## src/hw/rtl/svf_pkg.sv

```systemverilog
`timescale 1ns / 1ps
// shared types, field widths and codes of the smoothed viewport follow block
// no dependencies

package svf_pkg;

	localparam int POS_W         = 32;
	localparam int PIX_W         = 24;
	localparam int SIZE_W        = 16;
	localparam int GAIN_W        = 17;
	localparam int GAIN_FRAC     = 16;
	localparam int MODE_W        = 2;
	localparam int CFG_IDX_W     = 2;
	localparam int CFG_DATA_W    = 17;
	localparam int FRAC_BITS_DEF = 8;
	localparam int ROOT_STEPS    = POS_W + 1;
	localparam int CNT_W         = 6;

	localparam logic [GAIN_W-1:0] GAIN_ONE   = GAIN_W'(1) << GAIN_FRAC;
	localparam logic [SIZE_W-1:0] WIDTH_RST  = SIZE_W'(640);
	localparam logic [SIZE_W-1:0] HEIGHT_RST = SIZE_W'(480);
	localparam logic [GAIN_W-1:0] GAIN_RST   = GAIN_W'(6554);

	localparam logic [MODE_W-1:0] MODE_TICK = 2'd0;
	localparam logic [MODE_W-1:0] MODE_JUMP = 2'd1;
	localparam logic [MODE_W-1:0] MODE_GOTO = 2'd2;

	localparam logic [CFG_IDX_W-1:0] CFG_VIEW_WIDTH  = 2'd0;
	localparam logic [CFG_IDX_W-1:0] CFG_VIEW_HEIGHT = 2'd1;
	localparam logic [CFG_IDX_W-1:0] CFG_FOLLOW_GAIN = 2'd2;

	typedef enum logic [3:0] {
		ST_IDLE,
		ST_SQX,
		ST_SQY,
		ST_SUM,
		ST_CHK,
		ST_ROOT,
		ST_VMUL,
		ST_VCMP,
		ST_MULY,
		ST_TAKEY,
		ST_DIV,
		ST_APPLY,
		ST_DONE
	} state_t;

	typedef enum logic [3:0] {
		OP_NONE,
		OP_ACCEPT,
		OP_SQX,
		OP_SQY,
		OP_SUM,
		OP_CHECK,
		OP_ROOT,
		OP_VMUL,
		OP_MULX,
		OP_MULY,
		OP_TAKEY,
		OP_DIV,
		OP_APPLY,
		OP_OUT
	} op_t;

	typedef struct packed {
		op_t  op;
		logic div_first;
	} cmd_t;

	typedef struct packed {
		logic snap;
		logic big;
	} status_t;

endpackage

```

## src/hw/rtl/svf_ctrl.sv

```systemverilog
`timescale 1ns / 1ps
// sequencer of the smoothed viewport follow block: handshakes and step order
// depends on svf_pkg

module svf_ctrl #(
	parameter int FRAC_BITS = svf_pkg::FRAC_BITS_DEF
) (
	input  logic                         clk,
	input  logic                         arst_n,
	input  logic                         in_valid,
	input  logic [svf_pkg::MODE_W-1:0]   mode,
	output logic                         in_ready,
	output logic                         out_valid,
	input  logic                         out_ready,
	input  svf_pkg::status_t             status,
	output svf_pkg::cmd_t                cmd
);

	svf_pkg::state_t             state_q;
	svf_pkg::state_t             state_nxt;
	logic [svf_pkg::CNT_W-1:0]   cnt_q;
	logic                        out_valid_q;
	logic                        out_free;
	logic                        root_last;
	logic                        div_last;

	assign out_free  = !out_valid_q || out_ready;
	assign root_last = cnt_q == svf_pkg::CNT_W'(svf_pkg::ROOT_STEPS - 1);
	assign div_last  = cnt_q == svf_pkg::CNT_W'(FRAC_BITS);
	assign out_valid = out_valid_q;

	always_comb begin
		state_nxt = state_q;
		unique case (state_q)
			svf_pkg::ST_IDLE: begin
				if (in_valid) begin
					state_nxt = (mode == svf_pkg::MODE_TICK) ? svf_pkg::ST_SQX
						: svf_pkg::ST_DONE;
				end
			end
			svf_pkg::ST_SQX:   state_nxt = svf_pkg::ST_SQY;
			svf_pkg::ST_SQY:   state_nxt = svf_pkg::ST_SUM;
			svf_pkg::ST_SUM:   state_nxt = svf_pkg::ST_CHK;
			svf_pkg::ST_CHK:   state_nxt = status.snap ? svf_pkg::ST_DONE : svf_pkg::ST_ROOT;
			svf_pkg::ST_ROOT:  state_nxt = root_last ? svf_pkg::ST_VMUL : svf_pkg::ST_ROOT;
			svf_pkg::ST_VMUL:  state_nxt = svf_pkg::ST_VCMP;
			svf_pkg::ST_VCMP:  state_nxt = status.big ? svf_pkg::ST_MULY : svf_pkg::ST_DIV;
			svf_pkg::ST_MULY:  state_nxt = svf_pkg::ST_TAKEY;
			svf_pkg::ST_TAKEY: state_nxt = svf_pkg::ST_APPLY;
			svf_pkg::ST_DIV:   state_nxt = div_last ? svf_pkg::ST_APPLY : svf_pkg::ST_DIV;
			svf_pkg::ST_APPLY: state_nxt = svf_pkg::ST_DONE;
			svf_pkg::ST_DONE:  state_nxt = out_free ? svf_pkg::ST_IDLE : svf_pkg::ST_DONE;
			default:           state_nxt = svf_pkg::ST_IDLE;
		endcase
	end

	always_comb begin
		in_ready      = 1'b0;
		cmd.op        = svf_pkg::OP_NONE;
		cmd.div_first = (cnt_q == '0);
		unique case (state_q)
			svf_pkg::ST_IDLE: begin
				in_ready = 1'b1;
				if (in_valid) begin
					cmd.op = svf_pkg::OP_ACCEPT;
				end
			end
			svf_pkg::ST_SQX:   cmd.op = svf_pkg::OP_SQX;
			svf_pkg::ST_SQY:   cmd.op = svf_pkg::OP_SQY;
			svf_pkg::ST_SUM:   cmd.op = svf_pkg::OP_SUM;
			svf_pkg::ST_CHK:   cmd.op = svf_pkg::OP_CHECK;
			svf_pkg::ST_ROOT:  cmd.op = svf_pkg::OP_ROOT;
			svf_pkg::ST_VMUL:  cmd.op = svf_pkg::OP_VMUL;
			svf_pkg::ST_VCMP:  cmd.op = svf_pkg::OP_MULX;
			svf_pkg::ST_MULY:  cmd.op = svf_pkg::OP_MULY;
			svf_pkg::ST_TAKEY: cmd.op = svf_pkg::OP_TAKEY;
			svf_pkg::ST_DIV:   cmd.op = svf_pkg::OP_DIV;
			svf_pkg::ST_APPLY: cmd.op = svf_pkg::OP_APPLY;
			svf_pkg::ST_DONE: begin
				if (out_free) begin
					cmd.op = svf_pkg::OP_OUT;
				end
			end
			default:           cmd.op = svf_pkg::OP_NONE;
		endcase
	end

	always_ff @(posedge clk or negedge arst_n) begin
		if (!arst_n) begin
			state_q     <= svf_pkg::ST_IDLE;
			cnt_q       <= '0;
			out_valid_q <= 1'b0;
		end else begin
			state_q <= state_nxt;
			if ((state_q == svf_pkg::ST_ROOT && !root_last)
					|| (state_q == svf_pkg::ST_DIV && !div_last)) begin
				cnt_q <= cnt_q + svf_pkg::CNT_W'(1);
			end else begin
				cnt_q <= '0;
			end
			if (cmd.op == svf_pkg::OP_OUT) begin
				out_valid_q <= 1'b1;
			end else if (out_ready) begin
				out_valid_q <= 1'b0;
			end
		end
	end

endmodule

```

## src/hw/rtl/svf_datapath.sv

```systemverilog
`timescale 1ns / 1ps
// datapath: config registers, position and target, shared multiplier,
// bit-serial square root and dual divider, result register; depends on svf_pkg

module svf_datapath #(
	parameter int FRAC_BITS = svf_pkg::FRAC_BITS_DEF
) (
	input  logic                                clk,
	input  logic                                arst_n,
	input  logic                                cfg_valid,
	input  logic [svf_pkg::CFG_IDX_W-1:0]       cfg_index,
	input  logic [svf_pkg::CFG_DATA_W-1:0]      cfg_data,
	input  logic [svf_pkg::MODE_W-1:0]          mode,
	input  logic                                centered,
	input  logic signed [svf_pkg::PIX_W-1:0]    coord_x,
	input  logic signed [svf_pkg::PIX_W-1:0]    coord_y,
	input  svf_pkg::cmd_t                       cmd,
	output svf_pkg::status_t                    status,
	output logic signed [svf_pkg::POS_W-1:0]    pos_x,
	output logic signed [svf_pkg::POS_W-1:0]    pos_y,
	output logic                                at_target
);

	localparam int POS_W  = svf_pkg::POS_W;
	localparam int PIX_W  = svf_pkg::PIX_W;
	localparam int SIZE_W = svf_pkg::SIZE_W;
	localparam int DIFF_W = POS_W + 1;
	localparam int MAG_W  = POS_W;
	localparam int SUM_W  = 2 * MAG_W + 1;
	localparam int ROOT_W = svf_pkg::ROOT_STEPS;
	localparam int RAD_W  = 2 * ROOT_W;
	localparam int REM_W  = ROOT_W + 2;
	localparam int MUL_W  = ROOT_W;
	localparam int PROD_W = 2 * MUL_W;
	localparam int EXT_W  = POS_W - PIX_W - 1;

	logic [SIZE_W-1:0]          view_w_q;
	logic [SIZE_W-1:0]          view_h_q;
	logic [svf_pkg::GAIN_W-1:0] gain_q;

	logic [POS_W-1:0]  pos_x_q;
	logic [POS_W-1:0]  pos_y_q;
	logic [POS_W-1:0]  tgt_x_q;
	logic [POS_W-1:0]  tgt_y_q;
	logic [DIFF_W-1:0] dx_q;
	logic [DIFF_W-1:0] dy_q;
	logic [PROD_W-1:0] prod_q;
	logic [SUM_W-1:0]  sum_q;
	logic [RAD_W-1:0]  rad_q;
	logic [ROOT_W-1:0] root_q;
	logic [REM_W-1:0]  rem_q;
	logic [ROOT_W-1:0] drx_q;
	logic [ROOT_W-1:0] dry_q;
	logic [MAG_W-1:0]  qx_q;
	logic [MAG_W-1:0]  qy_q;
	logic [POS_W-1:0]  out_x_q;
	logic [POS_W-1:0]  out_y_q;
	logic              out_at_q;

	logic [SIZE_W-1:0]          half_w;
	logic [SIZE_W-1:0]          half_h;
	logic [PIX_W:0]             cx_pix;
	logic [PIX_W:0]             cy_pix;
	logic [POS_W-1:0]           cx_ext;
	logic [POS_W-1:0]           cy_ext;
	logic [POS_W-1:0]           cx_fix;
	logic [POS_W-1:0]           cy_fix;
	logic [DIFF_W-1:0]          negx;
	logic [DIFF_W-1:0]          negy;
	logic [MAG_W-1:0]           mx;
	logic [MAG_W-1:0]           my;
	logic [svf_pkg::GAIN_W-1:0] gain_sat;
	logic [MUL_W-1:0]           mul_a;
	logic [MUL_W-1:0]           mul_b;
	logic [PROD_W-1:0]          mul_p;
	logic [REM_W+1:0]           rem_sh;
	logic [REM_W+1:0]           trial;
	logic                       root_fit;
	logic [ROOT_W:0]            drx_sh;
	logic [ROOT_W:0]            dry_sh;
	logic                       dgx;
	logic                       dgy;

	// command coordinates: (pixel - half size) scaled to fixed point, wrapped
	assign half_w = centered ? {1'b0, view_w_q[SIZE_W-1:1]} : '0;
	assign half_h = centered ? {1'b0, view_h_q[SIZE_W-1:1]} : '0;
	assign cx_pix = {coord_x[PIX_W-1], coord_x} - {{(PIX_W + 1 - SIZE_W){1'b0}}, half_w};
	assign cy_pix = {coord_y[PIX_W-1], coord_y} - {{(PIX_W + 1 - SIZE_W){1'b0}}, half_h};
	assign cx_ext = {{EXT_W{cx_pix[PIX_W]}}, cx_pix};
	assign cy_ext = {{EXT_W{cy_pix[PIX_W]}}, cy_pix};
	assign cx_fix = cx_ext << FRAC_BITS;
	assign cy_fix = cy_ext << FRAC_BITS;

	assign negx = -dx_q;
	assign negy = -dy_q;
	assign mx   = dx_q[DIFF_W-1] ? negx[MAG_W-1:0] : dx_q[MAG_W-1:0];
	assign my   = dy_q[DIFF_W-1] ? negy[MAG_W-1:0] : dy_q[MAG_W-1:0];

	assign gain_sat = (gain_q > svf_pkg::GAIN_ONE) ? svf_pkg::GAIN_ONE : gain_q;

	always_comb begin
		mul_a = '0;
		mul_b = '0;
		case (cmd.op)
			svf_pkg::OP_SQX: begin
				mul_a = MUL_W'(mx);
				mul_b = MUL_W'(mx);
			end
			svf_pkg::OP_SQY: begin
				mul_a = MUL_W'(my);
				mul_b = MUL_W'(my);
			end
			svf_pkg::OP_VMUL: begin
				mul_a = root_q;
				mul_b = MUL_W'(gain_sat);
			end
			svf_pkg::OP_MULX: begin
				mul_a = MUL_W'(mx);
				mul_b = MUL_W'(gain_sat);
			end
			svf_pkg::OP_MULY: begin
				mul_a = MUL_W'(my);
				mul_b = MUL_W'(gain_sat);
			end
			default: begin
				mul_a = '0;
				mul_b = '0;
			end
		endcase
	end

	assign mul_p = mul_a * mul_b;

	assign status.snap = sum_q <= (SUM_W'(1) << (2 * FRAC_BITS));
	assign status.big  = prod_q >= (PROD_W'(1) << (svf_pkg::GAIN_FRAC + FRAC_BITS));

	// one root bit per step
	assign rem_sh   = {rem_q, rad_q[RAD_W-1 -: 2]};
	assign trial    = {2'b00, root_q, 2'b01};
	assign root_fit = rem_sh >= trial;

	// one quotient bit per step on each axis, divisor is the distance rounded down
	assign drx_sh = {drx_q, cmd.div_first ? mx[0] : 1'b0};
	assign dry_sh = {dry_q, cmd.div_first ? my[0] : 1'b0};
	assign dgx    = drx_sh >= {1'b0, root_q};
	assign dgy    = dry_sh >= {1'b0, root_q};

	always_ff @(posedge clk or negedge arst_n) begin
		if (!arst_n) begin
			view_w_q <= svf_pkg::WIDTH_RST;
			view_h_q <= svf_pkg::HEIGHT_RST;
			gain_q   <= svf_pkg::GAIN_RST;
			pos_x_q  <= '0;
			pos_y_q  <= '0;
			tgt_x_q  <= '0;
			tgt_y_q  <= '0;
		end else begin
			if (cfg_valid) begin
				unique case (cfg_index)
					svf_pkg::CFG_VIEW_WIDTH:  view_w_q <= cfg_data[SIZE_W-1:0];
					svf_pkg::CFG_VIEW_HEIGHT: view_h_q <= cfg_data[SIZE_W-1:0];
					svf_pkg::CFG_FOLLOW_GAIN: gain_q   <= cfg_data[svf_pkg::GAIN_W-1:0];
					default: ;
				endcase
			end
			case (cmd.op)
				svf_pkg::OP_ACCEPT: begin
					if (mode == svf_pkg::MODE_JUMP || mode == svf_pkg::MODE_GOTO) begin
						tgt_x_q <= cx_fix;
						tgt_y_q <= cy_fix;
					end
					if (mode == svf_pkg::MODE_JUMP) begin
						pos_x_q <= cx_fix;
						pos_y_q <= cy_fix;
					end
				end
				svf_pkg::OP_CHECK: begin
					if (status.snap) begin
						pos_x_q <= tgt_x_q;
						pos_y_q <= tgt_y_q;
					end
				end
				svf_pkg::OP_APPLY: begin
					pos_x_q <= dx_q[DIFF_W-1] ? pos_x_q - qx_q : pos_x_q + qx_q;
					pos_y_q <= dy_q[DIFF_W-1] ? pos_y_q - qy_q : pos_y_q + qy_q;
				end
				default: ;
			endcase
		end
	end

	always_ff @(posedge clk) begin
		unique case (cmd.op)
			svf_pkg::OP_ACCEPT: begin
				dx_q <= {tgt_x_q[POS_W-1], tgt_x_q} - {pos_x_q[POS_W-1], pos_x_q};
				dy_q <= {tgt_y_q[POS_W-1], tgt_y_q} - {pos_y_q[POS_W-1], pos_y_q};
			end
			svf_pkg::OP_SQX: begin
				prod_q <= mul_p;
			end
			svf_pkg::OP_SQY: begin
				prod_q <= mul_p;
				sum_q  <= SUM_W'(prod_q);
			end
			svf_pkg::OP_SUM: begin
				sum_q <= sum_q + SUM_W'(prod_q);
			end
			svf_pkg::OP_CHECK: begin
				rad_q  <= RAD_W'(sum_q);
				root_q <= '0;
				rem_q  <= '0;
			end
			svf_pkg::OP_ROOT: begin
				rad_q  <= rad_q << 2;
				root_q <= {root_q[ROOT_W-2:0], root_fit};
				rem_q  <= root_fit ? REM_W'(rem_sh - trial) : REM_W'(rem_sh);
			end
			svf_pkg::OP_VMUL: begin
				prod_q <= mul_p;
			end
			svf_pkg::OP_MULX: begin
				prod_q <= mul_p;
				drx_q  <= ROOT_W'(mx >> 1);
				dry_q  <= ROOT_W'(my >> 1);
				qx_q   <= '0;
				qy_q   <= '0;
			end
			svf_pkg::OP_MULY: begin
				prod_q <= mul_p;
				qx_q   <= MAG_W'(prod_q >> svf_pkg::GAIN_FRAC);
			end
			svf_pkg::OP_TAKEY: begin
				qy_q <= MAG_W'(prod_q >> svf_pkg::GAIN_FRAC);
			end
			svf_pkg::OP_DIV: begin
				qx_q  <= {qx_q[MAG_W-2:0], dgx};
				qy_q  <= {qy_q[MAG_W-2:0], dgy};
				drx_q <= dgx ? ROOT_W'(drx_sh - {1'b0, root_q}) : ROOT_W'(drx_sh);
				dry_q <= dgy ? ROOT_W'(dry_sh - {1'b0, root_q}) : ROOT_W'(dry_sh);
			end
			svf_pkg::OP_OUT: begin
				out_x_q  <= pos_x_q;
				out_y_q  <= pos_y_q;
				out_at_q <= (pos_x_q == tgt_x_q) && (pos_y_q == tgt_y_q);
			end
			default: ;
		endcase
	end

	assign pos_x     = out_x_q;
	assign pos_y     = out_y_q;
	assign at_target = out_at_q;

endmodule

```

## src/hw/rtl/smoothed_viewport_follow_top.sv

```systemverilog
`timescale 1ns / 1ps
// smoothed viewport follow, top level: sequencer plus datapath
// depends on svf_pkg, svf_ctrl, svf_datapath
//
// usage
//   input channel (in_valid/in_ready): one item per transfer, mode selects a
//   tick, a jump (position and target) or a go-to (target only); coordinates
//   are whole pixels, optionally centered by half the viewport size
//   output channel (out_valid/out_ready): exactly one result per input item,
//   position in fixed point with FRAC_BITS fraction bits and an at-target flag
//   config channel (cfg_valid/cfg_ready): always ready, index selects view
//   width, view height or follow gain; write only while the block is idle
//   jump, go-to and unused mode go straight to the result; a tick squares
//   and sums the offsets and snaps when within one pixel; a moving tick runs
//   the 33-step bit-serial square root, then, when the gain step is at least
//   one pixel, scales by the gain, else the one-bit-per-cycle step divider
//   one item is in work at a time; in_ready is high only while idle
//   the result sits in an output register, so a new item is taken while it
//   waits; a stalled receiver holds the next result back and blocks input
//   reset: position and target go to zero, registers to their defaults

module smoothed_viewport_follow_top #(
	parameter int FRAC_BITS = svf_pkg::FRAC_BITS_DEF
) (
	input  logic                                clk,
	input  logic                                arst_n,
	input  logic                                cfg_valid,
	output logic                                cfg_ready,
	input  logic [svf_pkg::CFG_IDX_W-1:0]       cfg_index,
	input  logic [svf_pkg::CFG_DATA_W-1:0]      cfg_data,
	input  logic                                in_valid,
	output logic                                in_ready,
	input  logic [svf_pkg::MODE_W-1:0]          mode,
	input  logic                                centered,
	input  logic signed [svf_pkg::PIX_W-1:0]    coord_x,
	input  logic signed [svf_pkg::PIX_W-1:0]    coord_y,
	output logic                                out_valid,
	input  logic                                out_ready,
	output logic signed [svf_pkg::POS_W-1:0]    pos_x,
	output logic signed [svf_pkg::POS_W-1:0]    pos_y,
	output logic                                at_target
);

	svf_pkg::cmd_t    cmd;
	svf_pkg::status_t status;

	assign cfg_ready = 1'b1;

	svf_ctrl #(
		.FRAC_BITS(FRAC_BITS)
	) u_ctrl (
		.clk       (clk),
		.arst_n    (arst_n),
		.in_valid  (in_valid),
		.mode      (mode),
		.in_ready  (in_ready),
		.out_valid (out_valid),
		.out_ready (out_ready),
		.status    (status),
		.cmd       (cmd)
	);

	svf_datapath #(
		.FRAC_BITS(FRAC_BITS)
	) u_dp (
		.clk       (clk),
		.arst_n    (arst_n),
		.cfg_valid (cfg_valid),
		.cfg_index (cfg_index),
		.cfg_data  (cfg_data),
		.mode      (mode),
		.centered  (centered),
		.coord_x   (coord_x),
		.coord_y   (coord_y),
		.cmd       (cmd),
		.status    (status),
		.pos_x     (pos_x),
		.pos_y     (pos_y),
		.at_target (at_target)
	);

endmodule

```

## config.mk

```make
export PLATFORM = sky130hd
export DESIGN_NAME = smoothed_viewport_follow_top
export DESIGN_NICKNAME = d
export VERILOG_FILES = /design/src/hw/rtl/svf_pkg.sv /design/src/hw/rtl/svf_ctrl.sv /design/src/hw/rtl/svf_datapath.sv /design/src/hw/rtl/smoothed_viewport_follow_top.sv
export SDC_FILE = /design/constraint.sdc
export NUM_CORES = 2
export LEC_CHECK = 0
export BUFFER_PORTS_ARGS = -buffer_cell sky130_fd_sc_hd__buf_4
export CAP_MARGIN = 10
export CORE_MARGIN = 1.5
export CORE_UTILIZATION = 30
export CTS_CLUSTER_SIZE = 16
export DETAILED_ROUTE_END_ITERATION = 16
export PLACE_DENSITY = 0.43
export RECOVER_POWER = 25
export SYNTH_ARGS = -nofsm -noshare
export SYNTH_HDL_FRONTEND = slang
export SYNTH_SLANG_ARGS = --single-unit
```

## constraint.sdc

```tcl
create_clock -name clk -period 22.3 [get_ports clk]
set_input_delay 1.115 -clock clk [delete_from_list [all_inputs] [get_ports clk]]
set_output_delay 1.115 -clock clk [all_outputs]
set_load 0.01 [all_outputs]
```

==> reports/qor.yml <==
global_route:
  antenna_found_initial: 30
  grt_max_degree: 135
  grt-ovfl-total: 0
  grt_first_pass_wirelength_mm: 472
  grt_util_all_layers: 0.238
  grt_pass1_vias: 66400
yosys:
  syn_inst: 8868
  ys_top_cells_by_area: "fa_1, edfxtp_1, ha_1, inv_1, nand2_1"
  yosysSeqAreaShare: 0.248
  ys_seq_elements: 695
  synth_edf_count: 525
  yosys_warnings: 0
  avgSynthCellArea_um2: 9.10
  synth_top_area_cell: "fa_1"
  synth_top_area_share: 0.232
  synthArstFlopShare: 0.245
  synth-main-ff-cell: "edfxtp_1"
  netlist_area_um2: 80700
  yosysUniqueCellTypes: 94
cts:
  clkLatencyLatePin_ps: 760
  cts_buffer_depth: 3
  cts_buffers: 92
  cts_tree: "built"
  clock_sinks: 695
  cts-root-buf: "clkbuf_16"
  clkTransAtPathRegs_ps: 60
  hold_buffers: 0
  post-cts-setup-buffers: 0
  h-tree-depth: 3
  cts_resized: 0
detailed_routing:
  drt_iter0_markers: 5497
  drcViolationCount: 0
  ant_nets: 0
  routedWlPerCell_um: 26.0
  wl_mm: 326
  post_drt_via_cell_ratio: 5.25
  vias: 65700
  dr.pass1.iters: 6
sta:
  rsz0062_at_grt: "no"
  fin_skew_ps: 58.9
  max_freq_mhz: 76.8
  period_share: 0.584
  max_slew_margin: -2.21
  tightest_slew_ps: 4810
  layout_min_cycle_time_ps: 13020
  drv_slew: 260
  setup_tns_ps: 0
  setup_violations: 0
  finalHoldViolCount: 0
worst_setup_path:
  required_ps: 22790
  slowest_delay_ps: 1230
  worstSetupPathType: "reg2reg"
  path_delay_family: "adder cells"
  cpMostUsedCell: "fa_1"
  crit_path_start_kind: "flop"
  critPathArrivalTime_ps: 13510
  crit_slowest_cell: "clkbuf_1"
  worstPathMaxFanout: 34
  path_buf_inv: 7
  endpoint_kind: "flop"
floorplanning:
  die_y_um: 522
  core-area_um2: 268000
  rows: 190
  die-area_um2: 272000
  io_pins: 143
  start_util: 0.301
  die_x_um: 522
layout:
  synthToLayoutAreaGrowth_pct: 10.9
  final_cell_mix: "inv_1, nand2_1, fa_1"
  layout-drive-gt1-share: 0.0691
  layout_commonest_cell: "inv_1"
  final_net_count: 10500
place:
  gp_congestion: 0.943
  dp_hpwl_mm: 255
  io_buffers: 141
flow_run:
  drv_cap: 6
min_path:
  hold_class: "reg2reg"
run_status:
  violations: "capacitance limit, slew limit"
  outcome: "finished, violations left"
==> through the flow <==
stage / hold slack (ps) / setup slack (ps) / cells / utilization / cell area, um^2
3_3_place_gp: 473 / 10340 / 12300 / 0.323 / 86400
4_1_cts: 416 / 10220 / 12500 / 0.334 / 89500
5_1_grt: 505 / 8780 / 12500 / 0.334 / 89400
6_report: 483 / 9280 / 12500 / 0.334 / 89400
2_1_floorplan: 453 / 12580 / 8882 / - / 80700
3_5_place_dp: 482 / 10260 / 12300 / 0.323 / 86400
==> path summary, 6_finish.rpt <==
path | from | endpoint | slack, ps | depth (start not counted)
min in group asynchronous | arst_n | u_dp.view_h_q[14]$_DFFE_PN0P_ | 2110 | 1
max in group asynchronous | arst_n | u_dp.pos_y_q[22]$_DFFE_PN0P_ | 15380 | 2
hold / removal | u_ctrl.cnt_q[0]$_DFF_PN0_ | u_ctrl.cnt_q[0]$_DFF_PN0_ | 480 | 1
hold reg to reg | u_ctrl.cnt_q[0]$_DFF_PN0_ | u_ctrl.cnt_q[0]$_DFF_PN0_ | 480 | 1
setup / recovery | u_ctrl.state_q[3]$_DFFE_PN0P_ | u_dp.prod_q[57]$_DFFE_PP_ | 9280 | 31
setup reg to reg | u_ctrl.state_q[3]$_DFFE_PN0P_ | u_dp.prod_q[57]$_DFFE_PP_ | 9280 | 31
==> logic make-up (layout without fill, tap and decap cells) <==
| kind of cell | count (synthesis) | count (layout) | synth area share |
|---|---|---|---|
| and+or+nand+nor | 2710 | 2710 | 0.145 |
| buffers and inverters | 1608 | 1686 | 0.0757 |
| muxes | 165 | 165 | 0.0215 |
| other | 2 | 21 | 0.0000931 |
| DFF | 695 | 695 | 0.248 |
| xor gates and xnor gates | 476 | 476 | 0.0517 |
| AOI/OAI and AO/OA | 1700 | 1700 | 0.136 |
| adders and majority gates | 1512 | 1512 | 0.321 |
==> flip-flops by register name (all words and copies together), names as in the netlist, 4 cells and up <==
name and count:
u_ctrl.cnt_q 6, u_ctrl.state_q 4, u_dp.drx_q 33, u_dp.dry_q 33, u_dp.dx_q 33, u_dp.dy_q 33
u_dp.gain_q 17, u_dp.pos_x 32, u_dp.pos_x_q 32, u_dp.pos_y 32, u_dp.pos_y_q 32, u_dp.prod_q 65
u_dp.qx_q 32, u_dp.qy_q 32, u_dp.rad_q 66, u_dp.rem_q 35, u_dp.root_q 33, u_dp.sum_q 65
u_dp.tgt_x_q 24, u_dp.tgt_y_q 24, u_dp.view_h_q 15, u_dp.view_w_q 15
==> Yosys cell counts, types with 16 or more instances <==
master / number
inv_1: 1220
nand2_1: 1155
fa_1: 933
nor2_1: 900
ha_1: 579
edfxtp_1: 525
a21oi_1: 471
o21ai_0: 367
clkbuf_1: 328
xnor2_1: 302
a21o_1: 184
xor2_1: 174
dfrtp_1: 157
nor3_1: 117
mux2i_1: 96
nand3_1: 85
nand2b_1: 73
nand4_1: 70
mux2_2: 69
a211oi_1: 67
o21a_1: 66
o21bai_1: 57
a22o_1: 56
a31oi_1: 52
nor4_1: 50
nor2b_1: 49
and3_1: 40
o31ai_1: 38
and2_1: 37
o211ai_1: 36
or3_1: 34
o22ai_1: 31
or2_2: 31
a21boi_0: 27
buf_2: 27
a22oi_1: 26
a211o_1: 23
a221oi_1: 22
buf_1: 20
or4_1: 18
o221ai_1: 16
==> layer usage <==
| metal | GRT usage | share of wire |
|---|---|---|
| met5 | 0 | 0.00024 |
| met4 | 0.0979 | 0.048 |
| met3 | 0.0333 | 0.060 |
| met2 | 0.377 | 0.45 |
| met1 | 0.326 | 0.44 |
==> worst register-to-register path: cells and delay by family (launching register included) <==
family	cells	cell delay [ps]
adders and majority gates	9	4600
and+or+nand+nor	5	1620
buffers and inverters	7	1870
xor gates and xnor gates	1	180
DFF	1	900
AOI/OAI and AO/OA	9	3590
==> cell type report <==
class                   instances  area, um^2
diodes                          5        12.5
clock buffers                 114        2440
clock inverters                57         704
fillers                     28100      178000
inverters                    1227        4610
multi-input cells            6579       55100
flip-flops and latches        695       20000
well taps                    3552        4440
repair buffers                288        2070
Power is not shown: default switching activity piles up to over one toggle a cycle in this logic, so the estimate is an artifact.
